$ cat src/tph_pkg.sv
// ---------------------------------------------------------------------------
// Transport playhead package
// Widths, command and register codes, and shared types.
// ---------------------------------------------------------------------------
package tph_pkg;

    localparam int POSITION_BITS  = 48;
    localparam int RATE_FRAC_BITS = 12;
    localparam int RATE_BITS      = 16;
    localparam int COUNT_BITS     = 16;
    localparam int ACTION_BITS    = 4;
    localparam int CFG_IDX_BITS   = 2;
    localparam int PROD_BITS      = COUNT_BITS + RATE_BITS;
    localparam int DELTA_BITS     = PROD_BITS - RATE_FRAC_BITS;
    localparam int CNT_BITS       = $clog2(POSITION_BITS);

    localparam logic [CNT_BITS-1:0]      MOD_LAST  = CNT_BITS'(POSITION_BITS - 1);
    localparam logic [POSITION_BITS-1:0] POS_MAX   = '1;
    localparam logic [RATE_BITS-1:0]     RATE_ONE  = RATE_BITS'(1 << RATE_FRAC_BITS);
    localparam logic [RATE_BITS:0]       RATE_MAX  = (RATE_BITS + 1)'(8 << RATE_FRAC_BITS);

    typedef enum logic [ACTION_BITS-1:0] {
        ACT_TICK        = 4'd0,
        ACT_PLAY        = 4'd1,
        ACT_STOP        = 4'd2,
        ACT_RECORD      = 4'd3,
        ACT_STOP_REC    = 4'd4,
        ACT_TOGGLE_REC  = 4'd5,
        ACT_PANIC       = 4'd6,
        ACT_SEEK        = 4'd7,
        ACT_SET_ARMED   = 4'd8,
        ACT_SET_OVERDUB = 4'd9
    } t_action;

    typedef enum logic [CFG_IDX_BITS-1:0] {
        CFG_LOOP_ENABLE = 2'd0,
        CFG_LOOP_START  = 2'd1,
        CFG_LOOP_END    = 2'd2,
        CFG_SPEED_RATE  = 2'd3
    } t_cfg_reg;

    typedef enum logic [2:0] {
        S_IDLE,
        S_EXEC,
        S_MUL,
        S_ADD,
        S_CHK,
        S_MOD,
        S_FIX,
        S_DONE
    } t_state;

    typedef struct packed {
        logic                     loop_enable;
        logic [POSITION_BITS-1:0] loop_start;
        logic [POSITION_BITS-1:0] loop_end;
        logic [RATE_BITS-1:0]     speed_rate;
    } t_cfg;

endpackage

$ cat src/transport_playhead_with_loop_top.sv
// ---------------------------------------------------------------------------
// Transport playhead with loop region
// A command other than a playing tick passes through S_EXEC and S_DONE. A playing tick
// passes through S_EXEC, S_MUL, S_ADD, S_CHK and S_DONE, plus S_MOD and S_FIX when the
// loop wraps, waiting on the bit-serial modulo unit. One command is in flight at a time;
// the next is accepted while the previous result waits on the output register.
// Reset is synchronous and active low; it clears flags, playhead and totals and resets config.
// ---------------------------------------------------------------------------
module transport_playhead_with_loop_top import tph_pkg::*; (
    input  logic                     i_clk,
    input  logic                     i_rst_n,
    input  logic                     i_valid,
    output logic                     o_ready,
    input  logic [ACTION_BITS-1:0]   i_action,
    input  logic [COUNT_BITS-1:0]    i_sample_count,
    input  logic [POSITION_BITS-1:0] i_seek_position,
    input  logic                     i_flag_value,
    output logic                     o_valid,
    input  logic                     i_ready,
    output logic                     o_is_playing,
    output logic                     o_is_recording,
    output logic                     o_is_armed,
    output logic                     o_is_overdub,
    output logic [POSITION_BITS-1:0] o_playhead,
    output logic [POSITION_BITS-1:0] o_processed_total,
    output logic                     o_position_changed,
    output logic                     o_state_changed,
    input  logic                     i_cfg_we,
    input  logic [CFG_IDX_BITS-1:0]  i_cfg_idx,
    input  logic [POSITION_BITS-1:0] i_cfg_wdata
);

    t_cfg cfg;

    t_state r_state, n_state;

    logic                     r_playing, n_playing;
    logic                     r_recording, n_recording;
    logic                     r_armed, n_armed;
    logic                     r_overdub, n_overdub;
    logic [POSITION_BITS-1:0] r_playhead, n_playhead;
    logic [POSITION_BITS-1:0] r_processed, n_processed;
    logic                     r_pos_chg, n_pos_chg;
    logic                     r_st_chg, n_st_chg;
    logic                     r_out_valid, n_out_valid;

    t_action                  r_action, n_action;
    logic [COUNT_BITS-1:0]    r_count, n_count;
    logic [POSITION_BITS-1:0] r_seek, n_seek;
    logic                     r_flag, n_flag;
    logic [PROD_BITS-1:0]     r_prod, n_prod;
    logic [POSITION_BITS-1:0] r_np, n_np;

    logic                     r_o_playing, r_o_recording, r_o_armed, r_o_overdub;
    logic [POSITION_BITS-1:0] r_o_playhead, r_o_processed;
    logic                     r_o_pos_chg, r_o_st_chg;
    logic                     load_out;

    logic                     mod_start;
    logic                     mod_done;
    logic [POSITION_BITS-1:0] mod_rem;
    logic [POSITION_BITS-1:0] mod_dividend;
    logic [POSITION_BITS-1:0] mod_divisor;

    logic [POSITION_BITS:0]   ph_sum;
    logic [POSITION_BITS:0]   pc_sum;
    logic [POSITION_BITS-1:0] wrapped;
    logic                     wrap_hit;

    tph_cfg_regs u_cfg (
        .i_clk       (i_clk),
        .i_rst_n     (i_rst_n),
        .i_cfg_we    (i_cfg_we),
        .i_cfg_idx   (i_cfg_idx),
        .i_cfg_wdata (i_cfg_wdata),
        .o_cfg       (cfg)
    );

    tph_mod_unit u_mod (
        .i_clk      (i_clk),
        .i_rst_n    (i_rst_n),
        .i_start    (mod_start),
        .i_dividend (mod_dividend),
        .i_divisor  (mod_divisor),
        .o_done     (mod_done),
        .o_rem      (mod_rem)
    );

    assign ph_sum = {1'b0, r_playhead}
                  + {{(POSITION_BITS + 1 - DELTA_BITS){1'b0}},
                     r_prod[PROD_BITS-1:RATE_FRAC_BITS]};
    assign pc_sum = {1'b0, r_processed}
                  + {{(POSITION_BITS + 1 - COUNT_BITS){1'b0}}, r_count};
    assign mod_dividend = r_np - cfg.loop_start;
    assign mod_divisor  = cfg.loop_end - cfg.loop_start;
    assign wrapped      = cfg.loop_start + mod_rem;
    assign wrap_hit     = cfg.loop_enable && (cfg.loop_end > cfg.loop_start)
                       && (r_np >= cfg.loop_end);

    always_ff @(posedge i_clk) begin
        if (!i_rst_n) begin
            r_state <= S_IDLE;
        end else begin
            r_state <= n_state;
        end
    end

    always_comb begin
        n_state     = r_state;
        n_playing   = r_playing;
        n_recording = r_recording;
        n_armed     = r_armed;
        n_overdub   = r_overdub;
        n_playhead  = r_playhead;
        n_processed = r_processed;
        n_pos_chg   = r_pos_chg;
        n_st_chg    = r_st_chg;
        n_out_valid = r_out_valid;
        n_action    = r_action;
        n_count     = r_count;
        n_seek      = r_seek;
        n_flag      = r_flag;
        n_prod      = r_prod;
        n_np        = r_np;
        mod_start   = 1'b0;
        load_out    = 1'b0;
        o_ready     = 1'b0;

        if (i_ready) begin
            n_out_valid = 1'b0;
        end

        unique case (r_state)
            S_IDLE: begin
                o_ready = 1'b1;
                if (i_valid) begin
                    n_action  = t_action'(i_action);
                    n_count   = i_sample_count;
                    n_seek    = i_seek_position;
                    n_flag    = i_flag_value;
                    n_pos_chg = 1'b0;
                    n_st_chg  = 1'b0;
                    n_state   = S_EXEC;
                end
            end
            S_EXEC: begin
                n_state = S_DONE;
                unique case (r_action)
                    ACT_TICK: begin
                        if (r_playing) begin
                            n_state = S_MUL;
                        end
                    end
                    ACT_PLAY: begin
                        if (!r_playing) begin
                            n_playing   = 1'b1;
                            n_recording = 1'b0;
                            n_st_chg    = 1'b1;
                        end
                    end
                    ACT_STOP: begin
                        if (r_playing) begin
                            n_playing   = 1'b0;
                            n_recording = 1'b0;
                            n_playhead  = '0;
                            n_st_chg    = 1'b1;
                            n_pos_chg   = 1'b1;
                        end
                    end
                    ACT_RECORD: begin
                        n_st_chg = 1'b1;
                        if (!r_armed) begin
                            n_armed = 1'b1;
                        end else begin
                            n_playing   = 1'b1;
                            n_recording = 1'b1;
                            n_armed     = 1'b0;
                        end
                    end
                    ACT_STOP_REC: begin
                        if (r_recording) begin
                            n_recording = 1'b0;
                            n_st_chg    = 1'b1;
                        end
                    end
                    ACT_TOGGLE_REC: begin
                        if (r_recording) begin
                            n_recording = 1'b0;
                            n_st_chg    = 1'b1;
                        end else if (r_playing) begin
                            n_st_chg = 1'b1;
                            if (!r_armed) begin
                                n_armed = 1'b1;
                            end else begin
                                n_recording = 1'b1;
                                n_armed     = 1'b0;
                            end
                        end else if (!r_armed) begin
                            n_armed  = 1'b1;
                            n_st_chg = 1'b1;
                        end
                    end
                    ACT_PANIC: begin
                        n_playing   = 1'b0;
                        n_recording = 1'b0;
                        n_armed     = 1'b0;
                        n_overdub   = 1'b0;
                        n_playhead  = '0;
                        n_st_chg    = 1'b1;
                        n_pos_chg   = 1'b1;
                    end
                    ACT_SEEK: begin
                        n_pos_chg  = (r_seek != r_playhead);
                        n_playhead = r_seek;
                    end
                    ACT_SET_ARMED: begin
                        if (r_armed != r_flag) begin
                            n_armed  = r_flag;
                            n_st_chg = 1'b1;
                        end
                    end
                    ACT_SET_OVERDUB: begin
                        if (r_overdub != r_flag) begin
                            n_overdub = r_flag;
                            n_st_chg  = 1'b1;
                        end
                    end
                    default: ;
                endcase
            end
            S_MUL: begin
                n_prod  = PROD_BITS'(r_count) * PROD_BITS'(cfg.speed_rate);
                n_state = S_ADD;
            end
            S_ADD: begin
                n_np        = ph_sum[POSITION_BITS] ? POS_MAX : ph_sum[POSITION_BITS-1:0];
                n_processed = pc_sum[POSITION_BITS] ? POS_MAX : pc_sum[POSITION_BITS-1:0];
                n_state     = S_CHK;
            end
            S_CHK: begin
                if (wrap_hit) begin
                    mod_start = 1'b1;
                    n_state   = S_MOD;
                end else begin
                    n_pos_chg  = (r_np != r_playhead);
                    n_playhead = r_np;
                    n_state    = S_DONE;
                end
            end
            S_MOD: begin
                if (mod_done) begin
                    n_state = S_FIX;
                end
            end
            S_FIX: begin
                n_pos_chg  = (wrapped != r_playhead);
                n_playhead = wrapped;
                n_state    = S_DONE;
            end
            S_DONE: begin
                if (!r_out_valid || i_ready) begin
                    load_out    = 1'b1;
                    n_out_valid = 1'b1;
                    n_state     = S_IDLE;
                end
            end
            default: n_state = S_IDLE;
        endcase
    end

    always_ff @(posedge i_clk) begin
        if (!i_rst_n) begin
            r_playing   <= 1'b0;
            r_recording <= 1'b0;
            r_armed     <= 1'b0;
            r_overdub   <= 1'b0;
            r_playhead  <= '0;
            r_processed <= '0;
            r_pos_chg   <= 1'b0;
            r_st_chg    <= 1'b0;
            r_out_valid <= 1'b0;
        end else begin
            r_playing   <= n_playing;
            r_recording <= n_recording;
            r_armed     <= n_armed;
            r_overdub   <= n_overdub;
            r_playhead  <= n_playhead;
            r_processed <= n_processed;
            r_pos_chg   <= n_pos_chg;
            r_st_chg    <= n_st_chg;
            r_out_valid <= n_out_valid;
        end
    end

    always_ff @(posedge i_clk) begin
        r_action <= n_action;
        r_count  <= n_count;
        r_seek   <= n_seek;
        r_flag   <= n_flag;
        r_prod   <= n_prod;
        r_np     <= n_np;
        if (load_out) begin
            r_o_playing   <= r_playing;
            r_o_recording <= r_recording;
            r_o_armed     <= r_armed;
            r_o_overdub   <= r_overdub;
            r_o_playhead  <= r_playhead;
            r_o_processed <= r_processed;
            r_o_pos_chg   <= r_pos_chg;
            r_o_st_chg    <= r_st_chg;
        end
    end

    assign o_valid            = r_out_valid;
    assign o_is_playing       = r_o_playing;
    assign o_is_recording     = r_o_recording;
    assign o_is_armed         = r_o_armed;
    assign o_is_overdub       = r_o_overdub;
    assign o_playhead         = r_o_playhead;
    assign o_processed_total  = r_o_processed;
    assign o_position_changed = r_o_pos_chg;
    assign o_state_changed    = r_o_st_chg;

endmodule

$ cat src/tph_mod_unit.sv
// ---------------------------------------------------------------------------
// Transport playhead modulo unit
// Restoring remainder unit that retires one dividend bit per cycle.
// ---------------------------------------------------------------------------
module tph_mod_unit import tph_pkg::*; (
    input  logic                     i_clk,
    input  logic                     i_rst_n,
    input  logic                     i_start,
    input  logic [POSITION_BITS-1:0] i_dividend,
    input  logic [POSITION_BITS-1:0] i_divisor,
    output logic                     o_done,
    output logic [POSITION_BITS-1:0] o_rem
);

    logic                     r_busy;
    logic                     r_done;
    logic [CNT_BITS-1:0]      r_cnt;
    logic [POSITION_BITS-1:0] r_dvd;
    logic [POSITION_BITS-1:0] r_div;
    logic [POSITION_BITS-1:0] r_rem;
    logic [POSITION_BITS-1:0] n_rem;
    logic [POSITION_BITS:0]   shifted;
    logic [POSITION_BITS:0]   diff;

    always_comb begin
        shifted = {r_rem, r_dvd[POSITION_BITS-1]};
        diff    = shifted - {1'b0, r_div};
        if (shifted >= {1'b0, r_div}) begin
            n_rem = diff[POSITION_BITS-1:0];
        end else begin
            n_rem = shifted[POSITION_BITS-1:0];
        end
    end

    always_ff @(posedge i_clk) begin
        if (!i_rst_n) begin
            r_busy <= 1'b0;
            r_done <= 1'b0;
            r_cnt  <= '0;
        end else begin
            r_done <= 1'b0;
            if (i_start) begin
                r_busy <= 1'b1;
                r_cnt  <= '0;
            end else if (r_busy) begin
                r_cnt <= r_cnt + 1'b1;
                if (r_cnt == MOD_LAST) begin
                    r_busy <= 1'b0;
                    r_done <= 1'b1;
                end
            end
        end
    end

    always_ff @(posedge i_clk) begin
        if (i_start) begin
            r_dvd <= i_dividend;
            r_div <= i_divisor;
            r_rem <= '0;
        end else if (r_busy) begin
            r_dvd <= {r_dvd[POSITION_BITS-2:0], 1'b0};
            r_rem <= n_rem;
        end
    end

    assign o_done = r_done;
    assign o_rem  = r_rem;

endmodule

$ cat src/tph_cfg_regs.sv
// ---------------------------------------------------------------------------
// Transport playhead configuration registers
// Loop region, loop enable and playback rate, with rate range filtering.
// ---------------------------------------------------------------------------
module tph_cfg_regs import tph_pkg::*; (
    input  logic                     i_clk,
    input  logic                     i_rst_n,
    input  logic                     i_cfg_we,
    input  logic [CFG_IDX_BITS-1:0]  i_cfg_idx,
    input  logic [POSITION_BITS-1:0] i_cfg_wdata,
    output t_cfg                     o_cfg
);

    t_cfg                 r_cfg;
    logic [RATE_BITS-1:0] wr_rate;

    assign wr_rate = i_cfg_wdata[RATE_BITS-1:0];

    always_ff @(posedge i_clk) begin
        if (!i_rst_n) begin
            r_cfg.loop_enable <= 1'b0;
            r_cfg.loop_start  <= '0;
            r_cfg.loop_end    <= '0;
            r_cfg.speed_rate  <= RATE_ONE;
        end else if (i_cfg_we) begin
            unique case (t_cfg_reg'(i_cfg_idx))
                CFG_LOOP_ENABLE: r_cfg.loop_enable <= i_cfg_wdata[0];
                CFG_LOOP_START:  r_cfg.loop_start  <= i_cfg_wdata;
                CFG_LOOP_END:    r_cfg.loop_end    <= i_cfg_wdata;
                CFG_SPEED_RATE: begin
                    if ((wr_rate != '0) && ({1'b0, wr_rate} <= RATE_MAX)) begin
                        r_cfg.speed_rate <= wr_rate;
                    end
                end
                default: ;
            endcase
        end
    end

    assign o_cfg = r_cfg;

endmodule

$ cat config.mk
export PLATFORM = sky130hd
export DESIGN_NAME = transport_playhead_with_loop_top
export DESIGN_NICKNAME = d
export VERILOG_FILES = /design/src/tph_pkg.sv /design/src/transport_playhead_with_loop_top.sv /design/src/tph_mod_unit.sv /design/src/tph_cfg_regs.sv
export SDC_FILE = /design/constraint.sdc
export NUM_CORES = 2
export LEC_CHECK = 0
export BUFFER_PORTS_ARGS = -buffer_cell sky130_fd_sc_hd__buf_2
export CAP_MARGIN = 20
export CORE_MARGIN = 2
export CORE_UTILIZATION = 45
export DETAILED_ROUTE_END_ITERATION = 6
export GPL_TIMING_DRIVEN = 0
export HOLD_SLACK_MARGIN = 0.1
export SLEW_MARGIN = 20
export SYNTH_ARGS = -nofsm -noshare
export SYNTH_HDL_FRONTEND = slang
export SYNTH_SLANG_ARGS = --single-unit
export TNS_END_PERCENT = 10
$ cat constraint.sdc
create_clock -name i_clk -period 8.15 [get_ports i_clk]
set_input_delay 1.63 -clock i_clk [delete_from_list [all_inputs] [get_ports i_clk]]
set_output_delay 1.63 -clock i_clk [all_outputs]
set_load 0.01 [all_outputs]
==> flow_summary.json <==
{
  "outcome": "complete, but fails checks",
  "violations": "DRC",
  "cap_violations": 0,
  "root_buffer": "clkbuf_16",
  "fillerInstances": 10186,
  "use_met3_pct": 6.25,
  "cts_max_level": 3,
  "postCtsSetupRepairBufs": 0,
  "wirelength_mm": 170,
  "grt_setup_unrepaired": "false",
  "stdcell_area_um2": 52900,
  "nets": 6357,
  "max_stage_delay_ps": 760,
  "power_frac_clock_pct": 22.2,
  "yosysTopAreaCell": "edfxtp_1",
  "tightest_slew_ps": 1290,
  "gp_congestion": 0.998,
  "finalHoldViolCount": 0,
  "intPower_mw": 8.25,
  "finClkSkew_ps": 41.8,
  "synth_edf_count": 335,
  "worst_ep_arrival_time_ps": 7890,
  "met1_usage_pct": 40.7,
  "seqPwrFrac_pct": 31.6,
  "cts_sinks": 610,
  "dieArea_um2": 108000,
  "crit_type": "flop to flop",
  "synth_area_um2": 47400,
  "syn_nets": 6044,
  "crit_top_cell": "fa_1",
  "routedWlPerCell_um": 24.0,
  "required_ps": 8530,
  "tritoncts": "built",
  "dieHeight_um": 329,
  "start_util_pct": 45.2,
  "power.switching_mw": 6.63,
  "synth_top_area_share_pct": 21.2,
  "first_iter_violations": 4104,
  "grt.busiest_layer": "met2",
  "path_cells": "clkbuf_1, nand2_1, fa_1, fa_1, fa_1, fa_1, inv_1, fa_1, fa_1, ha_1, a21o_1, a21o_1, a21oi_1, nor2_1, a221o_1, o2111ai_1, and2_1, o311ai_0, a311oi_1, xnor2_1",
  "peakVddDrop_uv": 199,
  "die_w_um": 329,
  "grt_pass1_vias": 40150,
  "swShare_pct": 44.5,
  "layout_common_cells": "690 x nand2_1, 455 x inv_1, 444 x a21oi_1",
  "placed_area_um2": 50500,
  "grt_pass1_wl_mm": 251,
  "cts.clk_slew.worst_paths_ps": 60,
  "met2_usage_pct": 48.5,
  "worst_setup_path_start_kind": "flop",
  "synth.ff_latch_count": 610,
  "cts_resized": 0,
  "num_rows": 119,
  "syn_to_final_growth_pct": 11.6,
  "cp_max_fo": 10,
  "ys_async_sr_fraction_pct": 0,
  "power_frac_comb_pct": 46.3,
  "grt_start_max_net_pins": 49,
  "core_area_um2": 105000,
  "pre_cts_ws_ps": 667,
  "route.detailed.drc": 2,
  "antenna_found_initial": 11,
  "final_common_cell": "nand2_1",
  "hp-class": "flop to flop",
  "yosysWarnings": 0,
  "ys_seq_area_share_pct": 32.8,
  "cts_made_buffers": 74,
  "worst_slack_ps": 636,
  "cellPowerDensity_nw_per_um2": 281,
  "slew_viol_final": 0,
  "numPortBuffers": 227,
  "io_pins": 228,
  "synth.distinct_cells": 105,
  "final_core_util_pct": 50.5,
  "viasPerCell": 5.90,
  "dp_hpwl_mm": 137,
  "syn_inst": 5345,
  "netlist_top_cells_area": "edfxtp_1 21%, dfxtp_1 12%, ha_1 9.9%",
  "max_freq_mhz": 133,
  "slew_headroom_pct": 11.6,
  "setup_viol": 0,
  "grt_use_total_pct": 31.1,
  "p_leak_nw": 22.0,
  "cts_buffer_depth": 3,
  "synthFlopType": "edfxtp_1",
  "period_share_pct": 92.2,
  "syn_avg_cell_area_um2": 8.87,
  "layout_min_cycle_time_ps": 7510,
  "drive_gt1_share_pct": 8.60,
  "postCtsHoldBufs": 0,
  "first_pass_iters": 7,
  "clock_latency_ps": 670,
  "crit_path_top_delay_cell": "edfxtp_1",
  "vias": 41927,
  "overflow": 0,
  "end_kind": "flop",
  "ant_nets": 0
}
==> stage by stage <==
stage | std cells | hold slack (ps) | power, mW | setup TNS (ps)
floorplan | 5345 | 403 | 9.04 | 0
global placement | 6963 | 411 | 11.3 | -175190
detailed placement | 6973 | 411 | 11.4 | 0
CTS | 7109 | 430 | 14.7 | 0
global route | 7110 | 433 | 15.7 | 0
finish | 7112 | 428 | 14.9 | 0
==> sequential cells by signal (all words and copies together), names as in the netlist, 3 cells and up <==
register / count
u_mod.r_div: 48
r_state: 3
o_processed_total: 48
r_np: 48
u_mod.r_cnt: 6
u_mod.r_dvd: 48
o_playhead: 48
r_seek: 48
r_playhead: 48
r_processed: 48
r_prod: 20
r_action: 4
u_cfg.o_cfg: 113
r_count: 16
u_mod.o_rem: 48
==> final cells by class <==
cell class | instances | area [µm²] | share of cell area, %
diodes | 3 | 7.51 | 0.0142
plain buffers | 261 | 1060 | 2.01
clock buffers | 99 | 2050 | 3.87
clock inverters | 37 | 342 | 0.646
inverters | 457 | 1720 | 3.25
multi-input cells | 4017 | 29100 | 55.0
flip-flops and latches | 610 | 15600 | 29.4
well taps | 1391 | 1740 | 3.29
repair buffers | 237 | 1310 | 2.48
==> power by group through the flow <==
stage / clock, mW / combinational [mW] / sequential [mW]
floorplan: 0 / 4.80 / 4.25
detailed placement: 0 / 6.65 / 4.74
finish: 3.30 / 6.88 / 4.69
global route: 3.46 / 7.50 / 4.70
CTS: 3.35 / 6.70 / 4.68
global placement: 0 / 6.56 / 4.77
==> final timing paths <==
kind	to	startpoint	cells after the start	slack [ps]
worst max-delay path	r_prod[31]$_DFFE_PP_	r_count[10]$_DFFE_PP_	20	640
worst min-delay path	o_playhead[41]$_DFFE_PP_	r_playhead[41]$_SDFFE_PN0P_	0	430
worst max register to register	r_prod[31]$_DFFE_PP_	r_count[10]$_DFFE_PP_	20	640
worst min register to register	o_playhead[41]$_DFFE_PP_	r_playhead[41]$_SDFFE_PN0P_	0	430
==> critical path, delay by kind of cell (launching register included) <==
kind / cells / cell delay, ps
buffers and inverters: 2 / 630
and+or+nand+nor: 3 / 470
DFF: 1 / 760
AOI/OAI and AO/OA: 7 / 1880
adders and majority gates: 7 / 3380
xor gates and xnor gates: 1 / 100
==> synth_stat cells (27+ instances only) <==
| library cell | instances |
|---|---|
| a21oi_1 | 444 |
| nor4_1 | 28 |
| o21a_1 | 39 |
| nand3_1 | 98 |
| nand2b_1 | 39 |
| a211oi_1 | 78 |
| o21bai_1 | 27 |
| or3_1 | 37 |
| nand4_1 | 70 |
| a21o_1 | 118 |
| fa_1 | 199 |
| buf_2 | 49 |
| edfxtp_1 | 335 |
| dfxtp_1 | 275 |
| xnor2_1 | 214 |
| xor2_1 | 140 |
| nor2_1 | 287 |
| nor2b_1 | 41 |
| a31oi_1 | 76 |
| nor3_1 | 83 |
| nand2_1 | 690 |
| and3_1 | 53 |
| clkbuf_1 | 196 |
| inv_1 | 456 |
| ha_1 | 376 |
| and2_1 | 146 |
| mux2i_1 | 55 |
| o21ai_0 | 270 |
==> logic make-up (layout without fill, tap and decap cells) <==
group	count (synthesis)	in the layout	synth area share [%]
buffers and inverters	718	1091	5.83
multiplexers	61	61	1.30
XOR/XNOR	355	355	6.59
AND/OR/NAND/NOR	1668	1668	16.7
flip-flops	610	610	32.8
other	0	3	0
adder cells (fa/ha/maj)	575	575	18.3
AO/OA/AOI/OAI	1358	1358	18.4
==> per-layer routing <==
metal  up-vias  share of wire [%]
li1      19511                  -
met1     20319                 41
met2      1727                 44
met3       362                8.7
met4         8                5.7
met5         -              0.028
Power figures use the tool's default switching activity.
